[config.mk]
export PLATFORM = sky130hd
export DESIGN_NAME = sirc_ir_frame_decoder
export DESIGN_NICKNAME = d
export VERILOG_FILES = /design/src/sirc_pkg.sv /design/src/sirc_ir_frame_decoder.sv /design/src/sirc_match.sv
export VERILOG_INCLUDE_DIRS = /design/src /design/src/src
export SDC_FILE = /design/constraint.sdc
export NUM_CORES = 1
export LEC_CHECK = 0
export BUFFER_PORTS_ARGS = -buffer_cell sky130_fd_sc_hd__buf_2
export CAP_MARGIN = 20
export CORE_MARGIN = 8
export CORE_UTILIZATION = 37
export CTS_BUF_LIST = sky130_fd_sc_hd__clkbuf_8
export CTS_CLUSTER_DIAMETER = 200
export DETAILED_ROUTE_END_ITERATION = 6
export GPL_TIMING_DRIVEN = 0
export SYNTH_ARGS = -nofsm -noshare
export SYNTH_HDL_FRONTEND = slang
export SYNTH_SLANG_ARGS = --single-unit
[constraint.sdc]
create_clock -name clock -period 9.8 [get_ports clock]
set_clock_uncertainty 0.2 [all_clocks]
set_input_delay 1.47 -clock clock [delete_from_list [all_inputs] [get_ports clock]]
set_output_delay 1.47 -clock clock [all_outputs]
set_load 0.1 [all_outputs]
[src/sirc_ir_frame_decoder_assert.svh]
// assertion macros shared by the ir frame decoder rtl
// no dependencies; the files that check behavior include this header
`ifndef SIRC_IR_FRAME_DECODER_ASSERT_SVH
`define SIRC_IR_FRAME_DECODER_ASSERT_SVH
`ifndef SYNTH
// property must hold at every clock edge out of reset
`define SIRC_ASSERT_HOLDS(label, clk, rst, prop, msg) \
   label: assert property (@(posedge clk) disable iff (rst) (prop)) else $error(msg);
// condition now implies consequence at the next clock edge
`define SIRC_ASSERT_NEXT(label, clk, rst, pre, post, msg) \
   label: assert property (@(posedge clk) disable iff (rst) (pre) |=> (post)) else $error(msg);
`else
`define SIRC_ASSERT_HOLDS(label, clk, rst, prop, msg)
`define SIRC_ASSERT_NEXT(label, clk, rst, pre, post, msg)
`endif
`endif

[src/sirc_pkg.sv]
// shared types, widths, codes and helpers of the ir frame decoder
// no dependencies; used by sirc_match and sirc_ir_frame_decoder
package sirc_pkg;

   // payload and state widths
   localparam int DUR_W       = 16;
   localparam int MAX_BITS    = 20;
   localparam int ACTION_W    = 2;
   localparam int STATUS_W    = 3;
   localparam int CMD_W       = 7;
   localparam int ADDR_W      = 13;
   localparam int BIT_COUNT_W = 5;
   localparam int POS_W       = 6;
   localparam int BITS_W      = $clog2(MAX_BITS + 1);
   localparam int ERR_W       = 3;

   // configuration widths
   localparam int UNIT_W    = 8;
   localparam int TOL_W     = 7;
   localparam int EXCESS_W  = 8;
   localparam int GAP_W     = 16;
   localparam int CSR_IDX_W = 2;
   localparam int CSR_DATA_W = 16;

   // result beat packing
   localparam int RSP_FIELDS_W = CMD_W + ADDR_W + BIT_COUNT_W + 1;
   localparam int RSP_DATA_W   = 8 * ((RSP_FIELDS_W + 7) / 8);

   // window arithmetic widths
   localparam int PCT_W  = 8;
   localparam int PROD_W = UNIT_W + PCT_W;
   localparam int SUM_W  = DUR_W + 1;
   localparam int V100_W = SUM_W + 7;

   localparam logic [TOL_W-1:0] TOL_MAX  = TOL_W'(99);
   localparam logic [PCT_W-1:0] PCT_FULL = PCT_W'(100);

   // frame position bookkeeping
   localparam logic [POS_W-1:0] POS_IDLE    = '0;
   localparam logic [POS_W-1:0] POS_GAP     = POS_W'(1);
   localparam logic [POS_W-1:0] POS_HDR_SPC = POS_W'(2);
   localparam logic [POS_W-1:0] POS_MAX     = POS_W'(63);
   localparam logic [POS_W-1:0] POS_END_12  = POS_W'(2 * 12 + 2);
   localparam logic [POS_W-1:0] POS_END_15  = POS_W'(2 * 15 + 2);
   localparam logic [POS_W-1:0] POS_END_20  = POS_W'(2 * 20 + 2);
   localparam int BITS_CAP = (MAX_BITS < 31) ? MAX_BITS : 31;

   // input action codes
   localparam logic [ACTION_W-1:0] ACT_GAP   = 2'd0;
   localparam logic [ACTION_W-1:0] ACT_MARK  = 2'd1;
   localparam logic [ACTION_W-1:0] ACT_SPACE = 2'd2;
   localparam logic [ACTION_W-1:0] ACT_END   = 2'd3;

   // result status codes, in rank order
   localparam logic [STATUS_W-1:0] ST_OK        = 3'd0;
   localparam logic [STATUS_W-1:0] ST_HDR_MARK  = 3'd1;
   localparam logic [STATUS_W-1:0] ST_LENGTH    = 3'd2;
   localparam logic [STATUS_W-1:0] ST_HDR_SPACE = 3'd3;
   localparam logic [STATUS_W-1:0] ST_BAD_BIT   = 3'd4;

   // error flag bit positions
   localparam int ERR_HDR_MARK  = 0;
   localparam int ERR_HDR_SPACE = 1;
   localparam int ERR_BIT       = 2;

   // configuration register indexes
   localparam logic [CSR_IDX_W-1:0] CSR_UNIT   = 2'd0;
   localparam logic [CSR_IDX_W-1:0] CSR_TOL    = 2'd1;
   localparam logic [CSR_IDX_W-1:0] CSR_EXCESS = 2'd2;
   localparam logic [CSR_IDX_W-1:0] CSR_REPEAT = 2'd3;

   // duration matches against the nominal unit counts
   typedef struct packed {
      logic mark4;
      logic mark2;
      logic mark1;
      logic space1;
   } match_type;

   // v * 100 by shift and add
   function automatic logic [V100_W-1:0] times100(input logic [SUM_W-1:0] v);
      logic [V100_W-1:0] w;
      w = V100_W'(v);
      return (w << 6) + (w << 5) + (w << 2);
   endfunction

   // v in [floor(lo/100), floor(hi/100) + 1], with hi given as hi + 100
   function automatic logic in_window(input logic [V100_W-1:0] v100,
                                      input logic [V100_W-1:0] lo,
                                      input logic [V100_W-1:0] hi);
      return ((v100 + V100_W'(PCT_FULL - 8'd1)) >= lo) && (v100 <= hi);
   endfunction

endpackage

[src/sirc_ir_frame_decoder.sv]
// top level of the ir frame decoder: stream ports, config, frame state
// depends on sirc_pkg, sirc_match and sirc_ir_frame_decoder_assert.svh
`include "sirc_ir_frame_decoder_assert.svh"

// Decodes 12, 15 or 20 bit pulse-width ir frames from measured durations.
// Each req beat carries an action in tuser (leading gap, mark, space, frame
// end) and a duration in ticks in tdata. A leading gap opens a frame; the
// frame end beat yields exactly one rsp beat with status in tuser and
// command, address, bit count and repeat flag in tdata. Beats with no frame
// open are dropped silently. The block takes one beat every clock cycle,
// but only a frame end beat stalls, while an earlier result waits on rsp.
// A beat goes into an input register, is matched and folded into the frame
// state from there, and a frame end beat then loads its result into the rsp
// register. The match thresholds are registered from the config registers,
// so a csr write reaches them through the config and threshold registers.
module sirc_ir_frame_decoder (
   input  logic                              clock,
   input  logic                              reset,
   // config write channel
   input  logic                              csr_valid,
   output logic                              csr_ready,
   input  logic [sirc_pkg::CSR_IDX_W-1:0]    csr_index,
   input  logic [sirc_pkg::CSR_DATA_W-1:0]   csr_data,
   // input stream
   input  logic                              req_tvalid,
   output logic                              req_tready,
   input  logic [sirc_pkg::DUR_W-1:0]        req_tdata,   // duration
   input  logic [sirc_pkg::ACTION_W-1:0]     req_tuser,   // action
   // result stream
   output logic                              rsp_tvalid,
   input  logic                              rsp_tready,
   // command, address, bit_count, is_repeat, zero fill
   output logic [sirc_pkg::RSP_DATA_W-1:0]   rsp_tdata,
   output logic [sirc_pkg::STATUS_W-1:0]     rsp_tuser    // status
);
   import sirc_pkg::*;

   // config registers
   logic [UNIT_W-1:0]   unit_ff, unit_in;
   logic [TOL_W-1:0]    tol_ff, tol_in;
   logic [EXCESS_W-1:0] excess_ff, excess_in;
   logic [GAP_W-1:0]    repeat_gap_ff, repeat_gap_in;

   // input register
   logic                in_valid_ff, in_valid_in;
   logic [ACTION_W-1:0] in_action_ff, in_action_in;
   logic [DUR_W-1:0]    in_dur_ff, in_dur_in;

   // frame state
   logic [POS_W-1:0]    pos_ff, pos_in;
   logic [MAX_BITS-1:0] shift_ff, shift_in;
   logic [ERR_W-1:0]    err_ff, err_in;
   logic                rep_ff, rep_in;
   logic [BITS_W-1:0]   bits_ff, bits_in;

   // result register
   logic                   rsp_valid_ff, rsp_valid_in;
   logic [STATUS_W-1:0]    rsp_status_ff, rsp_status_in;
   logic [CMD_W-1:0]       rsp_cmd_ff, rsp_cmd_in;
   logic [ADDR_W-1:0]      rsp_addr_ff, rsp_addr_in;
   logic [BIT_COUNT_W-1:0] rsp_count_ff, rsp_count_in;
   logic                   rsp_rep_ff, rsp_rep_in;

   match_type        match;
   logic             req_beat;
   logic             csr_beat;
   logic             is_end;
   logic             advance;
   logic             fire;
   logic             rsp_load;
   logic             len_ok;
   logic             data_bit;
   logic [STATUS_W-1:0] status;

   assign csr_ready = 1'b1;
   assign csr_beat  = csr_valid & csr_ready;

   // config writes
   always_comb begin
      unit_in       = unit_ff;
      tol_in        = tol_ff;
      excess_in     = excess_ff;
      repeat_gap_in = repeat_gap_ff;
      if (csr_beat) begin
         case (csr_index)
            CSR_UNIT:   unit_in       = csr_data[UNIT_W-1:0];
            CSR_TOL:    tol_in        = csr_data[TOL_W-1:0];
            CSR_EXCESS: excess_in     = csr_data[EXCESS_W-1:0];
            CSR_REPEAT: repeat_gap_in = csr_data[GAP_W-1:0];
            default: ;
         endcase
      end
   end

   // window matching on the registered duration
   sirc_match u_match (
      .clock             (clock),
      .unit_ticks        (unit_ff),
      .tolerance_pct     (tol_ff),
      .mark_excess_ticks (excess_ff),
      .duration          (in_dur_ff),
      .match             (match)
   );

   // handshake: only a frame end beat waits on a full result register
   always_comb begin
      is_end     = (in_action_ff == ACT_END) && (pos_ff != POS_IDLE);
      advance    = !(is_end && rsp_valid_ff && !rsp_tready);
      fire       = in_valid_ff && advance;
      req_tready = !in_valid_ff || advance;
      req_beat   = req_tvalid && req_tready;
   end

   // input register next value
   always_comb begin
      in_action_in = in_action_ff;
      in_dur_in    = in_dur_ff;
      if (req_beat) begin
         in_valid_in  = 1'b1;
         in_action_in = req_tuser;
         in_dur_in    = req_tdata;
      end else if (fire) begin
         in_valid_in = 1'b0;
      end else begin
         in_valid_in = in_valid_ff;
      end
   end

   // result status by rank
   always_comb begin
      len_ok = (pos_ff == POS_END_12) || (pos_ff == POS_END_15) || (pos_ff == POS_END_20);
      if (err_ff[ERR_HDR_MARK])       status = ST_HDR_MARK;
      else if (!len_ok)               status = ST_LENGTH;
      else if (err_ff[ERR_HDR_SPACE]) status = ST_HDR_SPACE;
      else if (err_ff[ERR_BIT])       status = ST_BAD_BIT;
      else                            status = ST_OK;
   end

   // frame state update
   always_comb begin
      pos_in   = pos_ff;
      shift_in = shift_ff;
      err_in   = err_ff;
      rep_in   = rep_ff;
      bits_in  = bits_ff;
      rsp_load = 1'b0;
      data_bit = match.mark2;
      if (fire) begin
         if (in_action_ff == ACT_GAP) begin
            pos_in   = POS_GAP;
            shift_in = '0;
            err_in   = ERR_W'(1) << ERR_HDR_MARK;
            rep_in   = GAP_W'(in_dur_ff) < repeat_gap_ff;
            bits_in  = '0;
         end else if (is_end) begin
            pos_in   = POS_IDLE;
            rsp_load = 1'b1;
         end else if ((pos_ff != POS_IDLE) && (pos_ff != POS_MAX)) begin
            pos_in = pos_ff + POS_W'(1);
            if (pos_ff == POS_GAP) begin
               // header mark
               if (match.mark4) err_in[ERR_HDR_MARK] = 1'b0;
            end else if (pos_ff == POS_HDR_SPC) begin
               // header space
               if (!match.space1) err_in[ERR_HDR_SPACE] = 1'b1;
            end else if (pos_ff[0]) begin
               // data mark, two units wins over one
               if (!match.mark2 && !match.mark1) err_in[ERR_BIT] = 1'b1;
               if (bits_ff < BITS_W'(BITS_CAP)) begin
                  for (int i = 0; i < MAX_BITS; i++) begin
                     if (bits_ff == BITS_W'(i) && data_bit) shift_in[i] = 1'b1;
                  end
                  bits_in = bits_ff + BITS_W'(1);
               end
            end else begin
               // data space
               if (!match.space1) err_in[ERR_BIT] = 1'b1;
            end
         end
      end
   end

   // result register next value
   always_comb begin
      rsp_status_in = rsp_status_ff;
      rsp_cmd_in    = rsp_cmd_ff;
      rsp_addr_in   = rsp_addr_ff;
      rsp_count_in  = rsp_count_ff;
      rsp_rep_in    = rsp_rep_ff;
      if (rsp_load) begin
         rsp_valid_in  = 1'b1;
         rsp_status_in = status;
         if (status == ST_OK) begin
            rsp_cmd_in   = shift_ff[CMD_W-1:0];
            rsp_addr_in  = ADDR_W'(shift_ff >> CMD_W);
            rsp_count_in = BIT_COUNT_W'((pos_ff - POS_W'(1)) >> 1);
            rsp_rep_in   = rep_ff;
         end else begin
            rsp_cmd_in   = '0;
            rsp_addr_in  = '0;
            rsp_count_in = '0;
            rsp_rep_in   = 1'b0;
         end
      end else if (rsp_valid_ff && !rsp_tready) begin
         rsp_valid_in = 1'b1;
      end else begin
         rsp_valid_in = 1'b0;
      end
   end

   // control registers
   always_ff @(posedge clock) begin
      if (reset) begin
         unit_ff       <= UNIT_W'(12);
         tol_ff        <= TOL_W'(25);
         excess_ff     <= EXCESS_W'(2);
         repeat_gap_ff <= GAP_W'(900);
         in_valid_ff   <= 1'b0;
         pos_ff        <= POS_IDLE;
         shift_ff      <= '0;
         err_ff        <= '0;
         rep_ff        <= 1'b0;
         bits_ff       <= '0;
         rsp_valid_ff  <= 1'b0;
      end else begin
         unit_ff       <= unit_in;
         tol_ff        <= tol_in;
         excess_ff     <= excess_in;
         repeat_gap_ff <= repeat_gap_in;
         in_valid_ff   <= in_valid_in;
         pos_ff        <= pos_in;
         shift_ff      <= shift_in;
         err_ff        <= err_in;
         rep_ff        <= rep_in;
         bits_ff       <= bits_in;
         rsp_valid_ff  <= rsp_valid_in;
      end
   end

   // payload registers
   always_ff @(posedge clock) begin
      in_action_ff  <= in_action_in;
      in_dur_ff     <= in_dur_in;
      rsp_status_ff <= rsp_status_in;
      rsp_cmd_ff    <= rsp_cmd_in;
      rsp_addr_ff   <= rsp_addr_in;
      rsp_count_ff  <= rsp_count_in;
      rsp_rep_ff    <= rsp_rep_in;
   end

   // result beat
   assign rsp_tvalid = rsp_valid_ff;
   assign rsp_tuser  = rsp_status_ff;
   assign rsp_tdata  = RSP_DATA_W'({rsp_rep_ff, rsp_count_ff, rsp_addr_ff, rsp_cmd_ff});

   // checks
   `SIRC_ASSERT_HOLDS(a_ok_count, clock, reset,
      !(rsp_valid_ff && rsp_status_ff == ST_OK) || rsp_count_ff == BIT_COUNT_W'(12) ||
      rsp_count_ff == BIT_COUNT_W'(15) || rsp_count_ff == BIT_COUNT_W'(20),
      "ok result with a bit count other than 12, 15 or 20")
   `SIRC_ASSERT_HOLDS(a_err_zero, clock, reset,
      !(rsp_valid_ff && rsp_status_ff != ST_OK) ||
      (rsp_cmd_ff == '0 && rsp_addr_ff == '0 && rsp_count_ff == '0 && !rsp_rep_ff),
      "error result with nonzero payload")
   `SIRC_ASSERT_NEXT(a_end_closes, clock, reset, fire && is_end,
      pos_ff == POS_IDLE && rsp_valid_ff,
      "frame end did not close the frame and post a result")
   `SIRC_ASSERT_HOLDS(a_bits_cap, clock, reset, bits_ff <= BITS_W'(BITS_CAP),
      "data bit counter beyond capacity")

endmodule

[src/sirc_match.sv]
// tolerance window matching of one duration against 1, 2 and 4 units
// depends on sirc_pkg; threshold registers reload every cycle from config
module sirc_match (
   input  logic                            clock,
   input  logic [sirc_pkg::UNIT_W-1:0]     unit_ticks,
   input  logic [sirc_pkg::TOL_W-1:0]      tolerance_pct,
   input  logic [sirc_pkg::EXCESS_W-1:0]   mark_excess_ticks,
   input  logic [sirc_pkg::DUR_W-1:0]      duration,
   output sirc_pkg::match_type             match
);
   import sirc_pkg::*;

   logic [TOL_W-1:0]  tol_clamp;
   logic [PCT_W-1:0]  pct_lo;
   logic [PCT_W-1:0]  pct_hi;
   logic [PROD_W-1:0] prod_lo;
   logic [PROD_W-1:0] prod_hi;

   logic [V100_W-1:0] lo1_in, lo2_in, lo4_in, hi1_in, hi2_in, hi4_in;
   logic [V100_W-1:0] lo1_ff, lo2_ff, lo4_ff, hi1_ff, hi2_ff, hi4_ff;

   logic [DUR_W-1:0]  mark_val;
   logic [SUM_W-1:0]  space_val;
   logic [V100_W-1:0] mark100;
   logic [V100_W-1:0] space100;

   // window bounds scaled by 100: lo = n*(100-tol), hi = n*(100+tol) + 100
   always_comb begin
      tol_clamp = (tolerance_pct > TOL_MAX) ? TOL_MAX : tolerance_pct;
      pct_lo    = PCT_FULL - PCT_W'(tol_clamp);
      pct_hi    = PCT_FULL + PCT_W'(tol_clamp);
      prod_lo   = PROD_W'(unit_ticks) * PROD_W'(pct_lo);
      prod_hi   = PROD_W'(unit_ticks) * PROD_W'(pct_hi);
      lo1_in    = V100_W'(prod_lo);
      lo2_in    = V100_W'(prod_lo) << 1;
      lo4_in    = V100_W'(prod_lo) << 2;
      hi1_in    = V100_W'(prod_hi) + V100_W'(PCT_FULL);
      hi2_in    = (V100_W'(prod_hi) << 1) + V100_W'(PCT_FULL);
      hi4_in    = (V100_W'(prod_hi) << 2) + V100_W'(PCT_FULL);
   end

   // threshold registers
   always_ff @(posedge clock) begin
      lo1_ff <= lo1_in;
      lo2_ff <= lo2_in;
      lo4_ff <= lo4_in;
      hi1_ff <= hi1_in;
      hi2_ff <= hi2_in;
      hi4_ff <= hi4_in;
   end

   // marks lose the receiver stretch, spaces gain it
   always_comb begin
      mark_val  = (duration >= DUR_W'(mark_excess_ticks))
                  ? duration - DUR_W'(mark_excess_ticks) : '0;
      space_val = SUM_W'(duration) + SUM_W'(mark_excess_ticks);
      mark100   = times100(SUM_W'(mark_val));
      space100  = times100(space_val);
      match.mark4  = in_window(mark100, lo4_ff, hi4_ff);
      match.mark2  = in_window(mark100, lo2_ff, hi2_ff);
      match.mark1  = in_window(mark100, lo1_ff, hi1_ff);
      match.space1 = in_window(space100, lo1_ff, hi1_ff);
   end

endmodule

==> results of run 1 <==
power breakdown:
part | switching [W] | internal, W | total, W
Sequential | 0.0000447 | 0.000907 | 0.000952
Clock | 0.000333 | 0.000220 | 0.000553
Combinational | 0.00204 | 0.00141 | 0.00345
placed cells by master (no fill, tap or decap), drive strengths merged, types with 15 or more instances in the layout:
cell type	synthesis	final
o21bai	19	19
fa	88	88
xor2	43	43
mux2i	33	33
a21oi	126	126
nand4	39	39
buf	20	93
conb	2	15
xnor2	108	108
nand3	48	48
nor2	149	149
edfxtp	47	47
nor3	33	33
a21o	51	51
clkbuf	54	72
and3	24	24
o21a	26	26
nand2	187	187
nor2b	39	39
ha	284	284
and2	84	84
nand2b	30	30
inv	291	299
o21ai	78	78
dfxtp	141	141
registers in the layout, summed over array words and instances (netlist names), 8 cells and up:
signal and cells:
unit_ff 8, excess_ff 8, rsp_addr_ff 13, repeat_gap_ff 16
u_match.hi2_ff 16, shift_ff 20, u_match.lo4_ff 16, u_match.hi4_ff 17
u_match.hi1_ff 16, in_dur_ff 16
metrics by stage:
stage,std cells,TNS (ns),instance area [um^2],setup WS [ns]
after CTS,3032,0,20800,0.0178
after global routing,3033,0,20800,0.0193
after detailed placement,2999,-2.44,20400,-0.168
after floorplan,2247,0,19100,1.86
after global placement,2997,-0.815,20300,-0.0751
final,3033,0,20800,0.429
cell type report:
class | instances | area (um^2)
well taps | 680 | 851
flip-flops and latches | 188 | 4230
inverters | 292 | 1100
fillers | 5168 | 30300
plain buffers | 74 | 334
multi-input cells | 1693 | 13500
clock inverters | 15 | 195
repair buffers | 74 | 393
clock buffers | 17 | 234
routing by layer:
| layer | vias to the layer above | GRT usage | share of wire |
|---|---|---|---|
| li1 | 7788 | - | - |
| met1 | 7478 | 0.203 | 0.44 |
| met2 | 286 | 0.293 | 0.49 |
| met3 | 68 | 0.0243 | 0.032 |
| met4 | 0 | 0.0617 | 0.033 |
| met5 | - | 0 | 0 |
cell families after synthesis:
logic type / count (synthesis) / share of synthesized area
simple gates: 697 / 0.185
compound gates: 420 / 0.148
fa+ha+maj: 373 / 0.279
buf+inv: 366 / 0.0749
flops: 188 / 0.222
xor+xnor: 153 / 0.0717
mux: 35 / 0.0185
other cells: 2 / 0.000394
worst paths after layout:
kind | from | endpoint | slack [ns] | cells past startpoint
worst max-delay path | in_dur_ff[0]$_DFFE_PP_ | shift_ff[4]$_SDFFE_PP0P_ | 0.43 | 35
worst min-delay path | shift_ff[18]$_SDFFE_PP0P_ | shift_ff[18]$_SDFFE_PP0P_ | 0.26 | 2
worst max register to register | in_dur_ff[0]$_DFFE_PP_ | shift_ff[4]$_SDFFE_PP0P_ | 0.43 | 35
worst min register to register | shift_ff[18]$_SDFFE_PP0P_ | shift_ff[18]$_SDFFE_PP0P_ | 0.26 | 2
worst max-delay path, delay by kind of cell, from the launching register on:
family                   cells  cell delay, ns
buffers and inverters        7            1.47
multiplexers                 1            0.15
XOR/XNOR                     1            0.10
AND/OR/NAND/NOR              8            1.59
flip-flops                   1            0.43
AO/OA/AOI/OAI               12            3.53
adder cells (fa/ha/maj)      6            1.76
repair_timing:
item | 4_1_cts | 5_1_grt
buffers inserted | 1 | 0
pin swaps | 1 | 0
resized for setup | 1 | 10
endpoints found under the setup margin | 20 | 21
==> results.yml, run 1 <==
outcome:
  status: "complete, no violations"
synthesis:
  synth-seq-area-share: 0.222
  yosysWarnings: 0
  synthTopCellsByCount: "inv_1, ha_1, nand2_1"
  netlist_area_um2: 19100
  synth-main-ff-cell: "dfxtp_1"
  synth_edf_count: 47
  synth_top_area_frac: 0.186
  ys_seq_elements: 188
  synth_cells: 2234
  synth_most_common_cell: "inv_1"
  synth.avg_cell_area_um2: 8.54
  yosysUniqueCellTypes: 91
  ys_async_sr_fraction: 0
  synth_top_cell_by_area: "ha_1"
  synthTopCellsByArea: "ha_1, dfxtp_1, fa_1"
power_and_ir_drop:
  peakVddDrop_v: 0.000132
  powerDensity_nw_per_um2: 238
  p_total_w: 0.00496
  p_leak_nw: 9.57
detailed_routing:
  wl_um: 50100
  dr_total_vias: 15600
  drt_iter0_drc: 745
  detail_route.wl_per_cell_um: 16.5
  first_pass_iters: 5
  drc: 0
  avgViaCountPerCell: 5.15
  postRouteAntennaNets: 0
sta:
  worst_slew_pin_slew_ns: 1.00
  maxSlewViolCount: 0
  timing.fmax_ghz: 0.107
  rsz0062_at_grt: "false"
  period_minus_slack_ns: 9.37
  holdWs_ns: 0.261
  period_share: 0.956
  setup_viol: 0
  hold_violations: 0
  slew_headroom: 0.322
placement:
  hpwl_um: 42100
  io_buffers: 70
  place_congestion: 0.904
grt:
  antenna_found_initial: 0
  grt_pass1_wl_um: 80200
  grt_usage: 0.166
  grt_max_degree: 23
  grt-ovfl-total: 0
  grt_pass1_vias: 15600
clock_tree:
  cts_buffer_depth: 2
  cts_tree: "built"
  cts_root_buf: "clkbuf_8"
  clkSinkCount: 188
  path_clk_slew_ns: 0.11
  htreeDepth: 4
  postCtsHoldBufs: 0
  clkLatencyLatePin_ns: 0.51
  cts_made_buffers: 17
critical_path:
  start_kind: "flop"
  crit_arrival_ns: 9.56
  slowest_stage: "o311ai_0"
  cp.required_ns: 9.99
  endpoint_kind: "flop"
  cpPeakStageDelay_ns: 0.66
  crit_type: "reg -> reg"
  path_max_fanout: 10
  cp_common_cell: "ha_1"
floorplan:
  pin_count: 79
  die_area_um2: 59100
  die_y_um: 243
  start_util: 0.373
  die_width_um: 243
  core-area_um2: 51100
  num_rows: 83
finish:
  final_nets: 2753
  n_antenna_cell: 0
  area_delta_synth_final_pct: 9.24
  layout-drive-gt1-share: 0.0718
  utilization: 0.408
hold_path:
  hp-class: "reg -> reg"
job:
  cap_violations: 0
Note: power is estimated with default switching activity, not from simulation.
==> run 2: changes to the inputs <==
- SLEW_MARGIN: unset -> 30
- clock period: 9.8 -> 9.6 ns (I/O delays scaled with it)
==> results.yml, run 2 (same netlist as run 1, synthesis figures left out) <==
outcome:
  status: "complete, no violations"
placement:
  io_buffers: 70
  hpwl_um: 42000
  place_congestion: 0.904
clock_tree:
  cts_buffer_depth: 2
  clkSinkCount: 188
  htreeDepth: 4
  cts_tree: "built"
  cts_made_buffers: 17
  clkLatencyLatePin_ns: 0.53
  postCtsHoldBufs: 0
  path_clk_slew_ns: 0.10
  cts_root_buf: "clkbuf_8"
finish:
  n_fill_cell: 5167
  layout_common_cells: "inv_1, ha_1, nand2_1"
  top_regs: "shift_ff: 20 flops, u_match.hi4_ff: 17 flops"
  largest_reg_flops: 20
  area_delta_synth_final_pct: 9.09
  layout_commonest_cell: "inv_1"
  final_nets: 2751
  utilization: 0.407
  layout-drive-gt1-share: 0.0715
  largest-register: "shift_ff"
detailed_routing:
  postRouteAntennaNets: 0
  wl_um: 50000
  first_pass_iters: 5
  avgViaCountPerCell: 5.16
  dr_total_vias: 15600
  detail_route.wl_per_cell_um: 16.5
  drc: 0
  drt_iter0_drc: 738
floorplan:
  die_y_um: 243
  core-area_um2: 51100
  start_util: 0.373
  pin_count: 79
  num_rows: 83
  die_area_um2: 59100
  die_width_um: 243
sta:
  hold_violations: 0
  rsz0062_at_grt: "false"
  period_minus_slack_ns: 9.17
  timing.fmax_ghz: 0.109
  slew_headroom: 0.355
  period_share: 0.955
  finalSetupTns_ns: 0
  maxSlewViolCount: 0
  setup_viol: 0
  worst_slew_pin_slew_ns: 0.955
grt:
  grt-ovfl-total: 0
  antenna_found_initial: 1
  grt_pass1_vias: 15600
  grt_max_degree: 30
  grt_usage: 0.166
  grt_pass1_wl_um: 80200
power_and_ir_drop:
  p_total_w: 0.00506
  peakVddDrop_v: 0.000136
  p_leak_nw: 9.56
  powerDensity_nw_per_um2: 243
critical_path:
  start_kind: "flop"
  cp.required_ns: 9.80
  crit_arrival_ns: 9.37
  critPathBufInv: 7
  cp_common_cell: "ha_1"
  endpoint_kind: "flop"
  crit_type: "reg -> reg"
  path_max_fanout: 10
  cpPeakStageDelay_ns: 0.60
  cp_top_family: "compound AO/OA/AOI/OAI gates"
  slowest_stage: "o31ai_1"
hold_path:
  hp-class: "reg -> reg"
job:
  cap_violations: 0
-- run 2: changes by cell type in the layout (fill, tap and decap cells not counted), sizes merged --
cell | before | now
buf | 93 | 91
inv | 299 | 302
clkinv | 7 | 4
diode | 0 | 2
-- run 2: worst paths after layout --
check / startpoint / endpoint / slack [ns] / cells after the start
hold reg to reg: shift_ff[9]$_SDFFE_PP0P_ / shift_ff[9]$_SDFFE_PP0P_ / 0.26 / 2
hold / removal: shift_ff[9]$_SDFFE_PP0P_ / shift_ff[9]$_SDFFE_PP0P_ / 0.26 / 2
setup / recovery: in_dur_ff[0]$_DFFE_PP_ / shift_ff[18]$_SDFFE_PP0P_ / 0.43 / 36
setup reg to reg: in_dur_ff[0]$_DFFE_PP_ / shift_ff[18]$_SDFFE_PP0P_ / 0.43 / 36
-- run 2: metrics by stage --
| step | setup WS, ns | hold slack [ns] | instances | instance area [um^2] |
|---|---|---|---|---|
| after global routing | 0.00131 | 0.279 | 3032 | 20800 |
| after CTS | 0.0285 | 0.264 | 3029 | 20800 |
| final | 0.429 | 0.263 | 3033 | 20800 |
| after floorplan | 1.66 | 0.213 | 2247 | 19100 |
| after global placement | -0.275 | 0.244 | 2997 | 20300 |
| after detailed placement | -0.365 | 0.249 | 2997 | 20300 |
-- run 2: where the power goes --
group | leakage [nW] | switching (W) | total, W | internal [W]
clock network | 0.215 | 0.000345 | 0.000570 | 0.000224
registers | 1.54 | 0.0000462 | 0.000972 | 0.000926
logic | 7.81 | 0.00208 | 0.00352 | 0.00143
-- run 2: final cells by class --
cell class                      count  area [um^2]  area share
Tap cell                          680          851      0.0409
Clock buffer                       17          234      0.0112
Clock inverter                     15          181     0.00872
Timing Repair Buffer               72          365      0.0176
Buffer                             74          338      0.0162
Sequential cell                   188         4230       0.204
Antenna cell                        2         5.00    0.000241
Inverter                          292         1100      0.0527
Multi-Input combinational cell   1693        13500       0.649
-- run 2: worst min-delay path, cell delays in order, from the launching register on --
cell     delay, ns
dfxtp_1       0.32
nand2_1       0.05
mux2i_1       0.05
-- run 2: what timing repair did --
action / CTS / global route
gates resized for setup: 2 / 11
setup endpoints to repair: 21 / 21
pin swaps: 0 / 2
setup buffers: 0 / 2
-- run 2: per-layer routing --
metal / up-vias / GRT usage / part of all wire
met2: 327 / 0.284 / 0.47
met5: - / 0 / 0
met4: 0 / 0.0806 / 0.048
met3: 96 / 0.0228 / 0.036
met1: 7437 / 0.204 / 0.44
li1: 7789 / - / -
==> run 3: changes to the inputs <==
- ABC_AREA: unset -> 1
- RECOVER_POWER: unset -> 50
==> results.yml, run 3 <==
floorplan:
  start_util: 0.375
  die_area_um2: 59700
  core-area_um2: 51400
  pin_count: 79
  num_rows: 83
  die_width_um: 244
  die_y_um: 244
critical_path:
  endpoint_kind: "flop"
  cp-startpoint: "in_dur_ff[2]$_DFFE_PP_"
  ff2ff_path_depth: 41
  path_max_fanout: 8
  slowest_stage: "a2111oi_0"
  start_kind: "flop"
  reg2reg_to: "err_ff[1]$_SDFFE_PP0P_"
  crit_type: "reg -> reg"
  crit_path_end: "err_ff[1]$_SDFFE_PP0P_"
  cpPeakStageDelay_ns: 0.87
  r2r-start: "in_dur_ff[2]$_DFFE_PP_"
  crit_arrival_ns: 8.30
  cp_common_cell: "inv_1"
  ff2ff_setup_slack_ns: 1.52
  cp.required_ns: 9.82
placement:
  dp_cells: 3355
  post-place-ws_ns: 1.78
  placed_area_um2: 20500
  hpwl_um: 42900
  io_buffers: 70
  place_congestion: 0.894
sta:
  rsz0062_at_grt: "false"
  slew_headroom: 0.183
  setup_viol: 0
  hold_violations: 0
  worst_slew_pin_slew_ns: 1.23
  finalSetupTns_ns: 0
  period_minus_slack_ns: 8.08
  worst_slack_ns: 1.52
  maxSlewViolCount: 0
  period_share: 0.842
  timing.fmax_ghz: 0.124
synthesis:
  yosysWarnings: 0
  synth-seq-area-share: 0.220
  netlist_area_um2: 19300
  yosysUniqueCellTypes: 59
  synthTopCellsByArea: "ha_1, dfxtp_1, inv_1"
  synthTopCellsByCount: "inv_1, nand2_1, ha_1"
  synth_most_common_cell: "inv_1"
  synth_cells: 2592
  synth_top_family_by_area: "adder cells"
  ys_async_sr_fraction: 0
  synth_top_area_frac: 0.184
  synth_mux_area_frac: 0
  ys_seq_elements: 188
  synth_compound_area_frac: 0.109
  synth_xor_area_frac: 0.0522
  synth_top_cell_by_area: "ha_1"
  synth.avg_cell_area_um2: 7.44
  synth_edf_count: 47
  synthSimpleGateAreaFrac: 0.226
  synth_adder_area_share: 0.276
  synth-main-ff-cell: "dfxtp_1"
detailed_routing:
  first_pass_iters: 5
  drc: 0
  wl_um: 50300
  postRouteAntennaNets: 0
  dr_total_vias: 16600
  avgViaCountPerCell: 4.91
  detail_route.wl_per_cell_um: 14.8
  drt_iter0_drc: 1111
clock_tree:
  cts_root_buf: "clkbuf_8"
  cts_buffer_depth: 2
  cts_made_buffers: 17
  clkLatencyLatePin_ns: 0.50
  clkSinkCount: 188
  postCtsHoldBufs: 0
  htreeDepth: 4
  cts_resized: 0
  cts_tree: "built"
  path_clk_slew_ns: 0.10
  cts_setup_buffers: 0
hold_path:
  hp-class: "reg -> reg"
grt:
  antenna_found_initial: 0
  grt_pass1_vias: 16000
  grt_pass1_wl_um: 81300
  grt_usage: 0.166
  grt_max_degree: 30
  grt-ovfl-total: 0
finish:
  multi_input_area_um2: 12800
  largest_reg_flops: 20
  top_regs: "shift_ff: 20 flops, u_match.hi4_ff: 17 flops"
  stdcell_count: 3387
  layout_commonest_cell: "inv_1"
  layout-drive-gt1-share: 0.0794
  final_area_um2: 20900
  n_antenna_cell: 0
  layout_common_cells: "inv_1, nand2_1, ha_1"
  regArea_um2: 4230
  final_nets: 3107
  area_delta_synth_final_pct: 8.38
  utilization: 0.406
  n_fill_cell: 5317
  largest-register: "shift_ff"
power_and_ir_drop:
  p_int_w: 0.00290
  pwr-share-clk: 0.083
  powerDensity_nw_per_um2: 304
  p_seq_frac: 0.159
  p_switching_w: 0.00345
  p_leak_nw: 10.4
  power_switching_share: 0.543
  combPwrFrac: 0.758
  peakVddDrop_v: 0.000164
job:
  cap_violations: 0
outcome:
  status: "complete, no violations"
==> run 3: cell types whose count changed after synthesis, moves of 33 or more <==
cell and delta:
a21o_1 -48, a21oi_1 +38, and2_1 -82, inv_1 +234
mux2i_1 -33, nand2_1 +217, nand2_2 +41, nand3_1 +53
nor2_1 +112, nor2b_1 -38, xnor2_1 -84, xor2_1 +46
==> run 3: how the worst min path moves through the flow <==
stage               depth (start not counted)                              to  slack (ns)                           start
floorplan                                   2  repeat_gap_ff[11]$_SDFFE_PP0P_        0.24  repeat_gap_ff[11]$_SDFFE_PP0P_
global placement                            2  repeat_gap_ff[13]$_SDFFE_PP0P_        0.25  repeat_gap_ff[13]$_SDFFE_PP0P_
detailed placement                          2   repeat_gap_ff[4]$_SDFFE_PP0P_        0.26   repeat_gap_ff[4]$_SDFFE_PP0P_
CTS                                         2  repeat_gap_ff[11]$_SDFFE_PP0P_        0.27  repeat_gap_ff[11]$_SDFFE_PP0P_
global route                                2   repeat_gap_ff[5]$_SDFFE_PP0P_        0.29   repeat_gap_ff[5]$_SDFFE_PP0P_
finish                                      2   repeat_gap_ff[4]$_SDFFE_PP0P_        0.27   repeat_gap_ff[4]$_SDFFE_PP0P_
==> run 3: worst max-delay path: cells and delay by family, from the launching register on <==
family,cells,cell delay [ns]
DFF,1,0.48
xor gates and xnor gates,2,0.80
buffers and inverters,8,0.62
and+or+nand+nor,19,2.12
AOI/OAI and AO/OA,8,2.30
adders and majority gates,4,1.48
==> run 3: kinds of logic (layout without fill, tap and decap cells) <==
group / count (synthesis) / after routing
AOI/OAI and AO/OA: 374 / 374
buffers and inverters: 586 / 688
other: 2 / 15
xor gates and xnor gates: 114 / 114
and+or+nand+nor: 956 / 956
adders and majority gates: 372 / 372
DFF: 188 / 188
==> run 3: power by group through the flow <==
stage | Sequential [W] | Combinational [W] | Clock (W)
after floorplan | 0.00101 | 0.00361 | 0
after global placement | 0.00103 | 0.00464 | 0
after detailed placement | 0.00103 | 0.00477 | 0
after CTS | 0.00101 | 0.00481 | 0.000538
after global routing | 0.00102 | 0.00549 | 0.000571
final | 0.00101 | 0.00481 | 0.000525
==> run 3: metal layers <==
metal  routed length, um  global-route usage  vias to the layer above
met5                   0                   0                        -
met4                1040              0.0445                        0
met3                1980              0.0253                       73
met2               23100               0.276                      316
met1               24100               0.223                     7769
li1                    -                   -                     8476
==> run 3: layout make-up <==
cell class | count | area share
Clock buffer | 17 | 0.0112
Clock inverter | 15 | 0.00695
Sequential cell | 188 | 0.203
Inverter | 540 | 0.0970
Multi-Input combinational cell | 1831 | 0.614
Timing Repair Buffer | 70 | 0.0161
Buffer | 46 | 0.0113
Tap cell | 680 | 0.0407
==> run 3: per-stage QoR <==
stage,hold WS [ns],power (W)
final,0.266,0.00634
after global routing,0.286,0.00708
after CTS,0.270,0.00635
after detailed placement,0.256,0.00580
after global placement,0.247,0.00567
after floorplan,0.235,0.00462
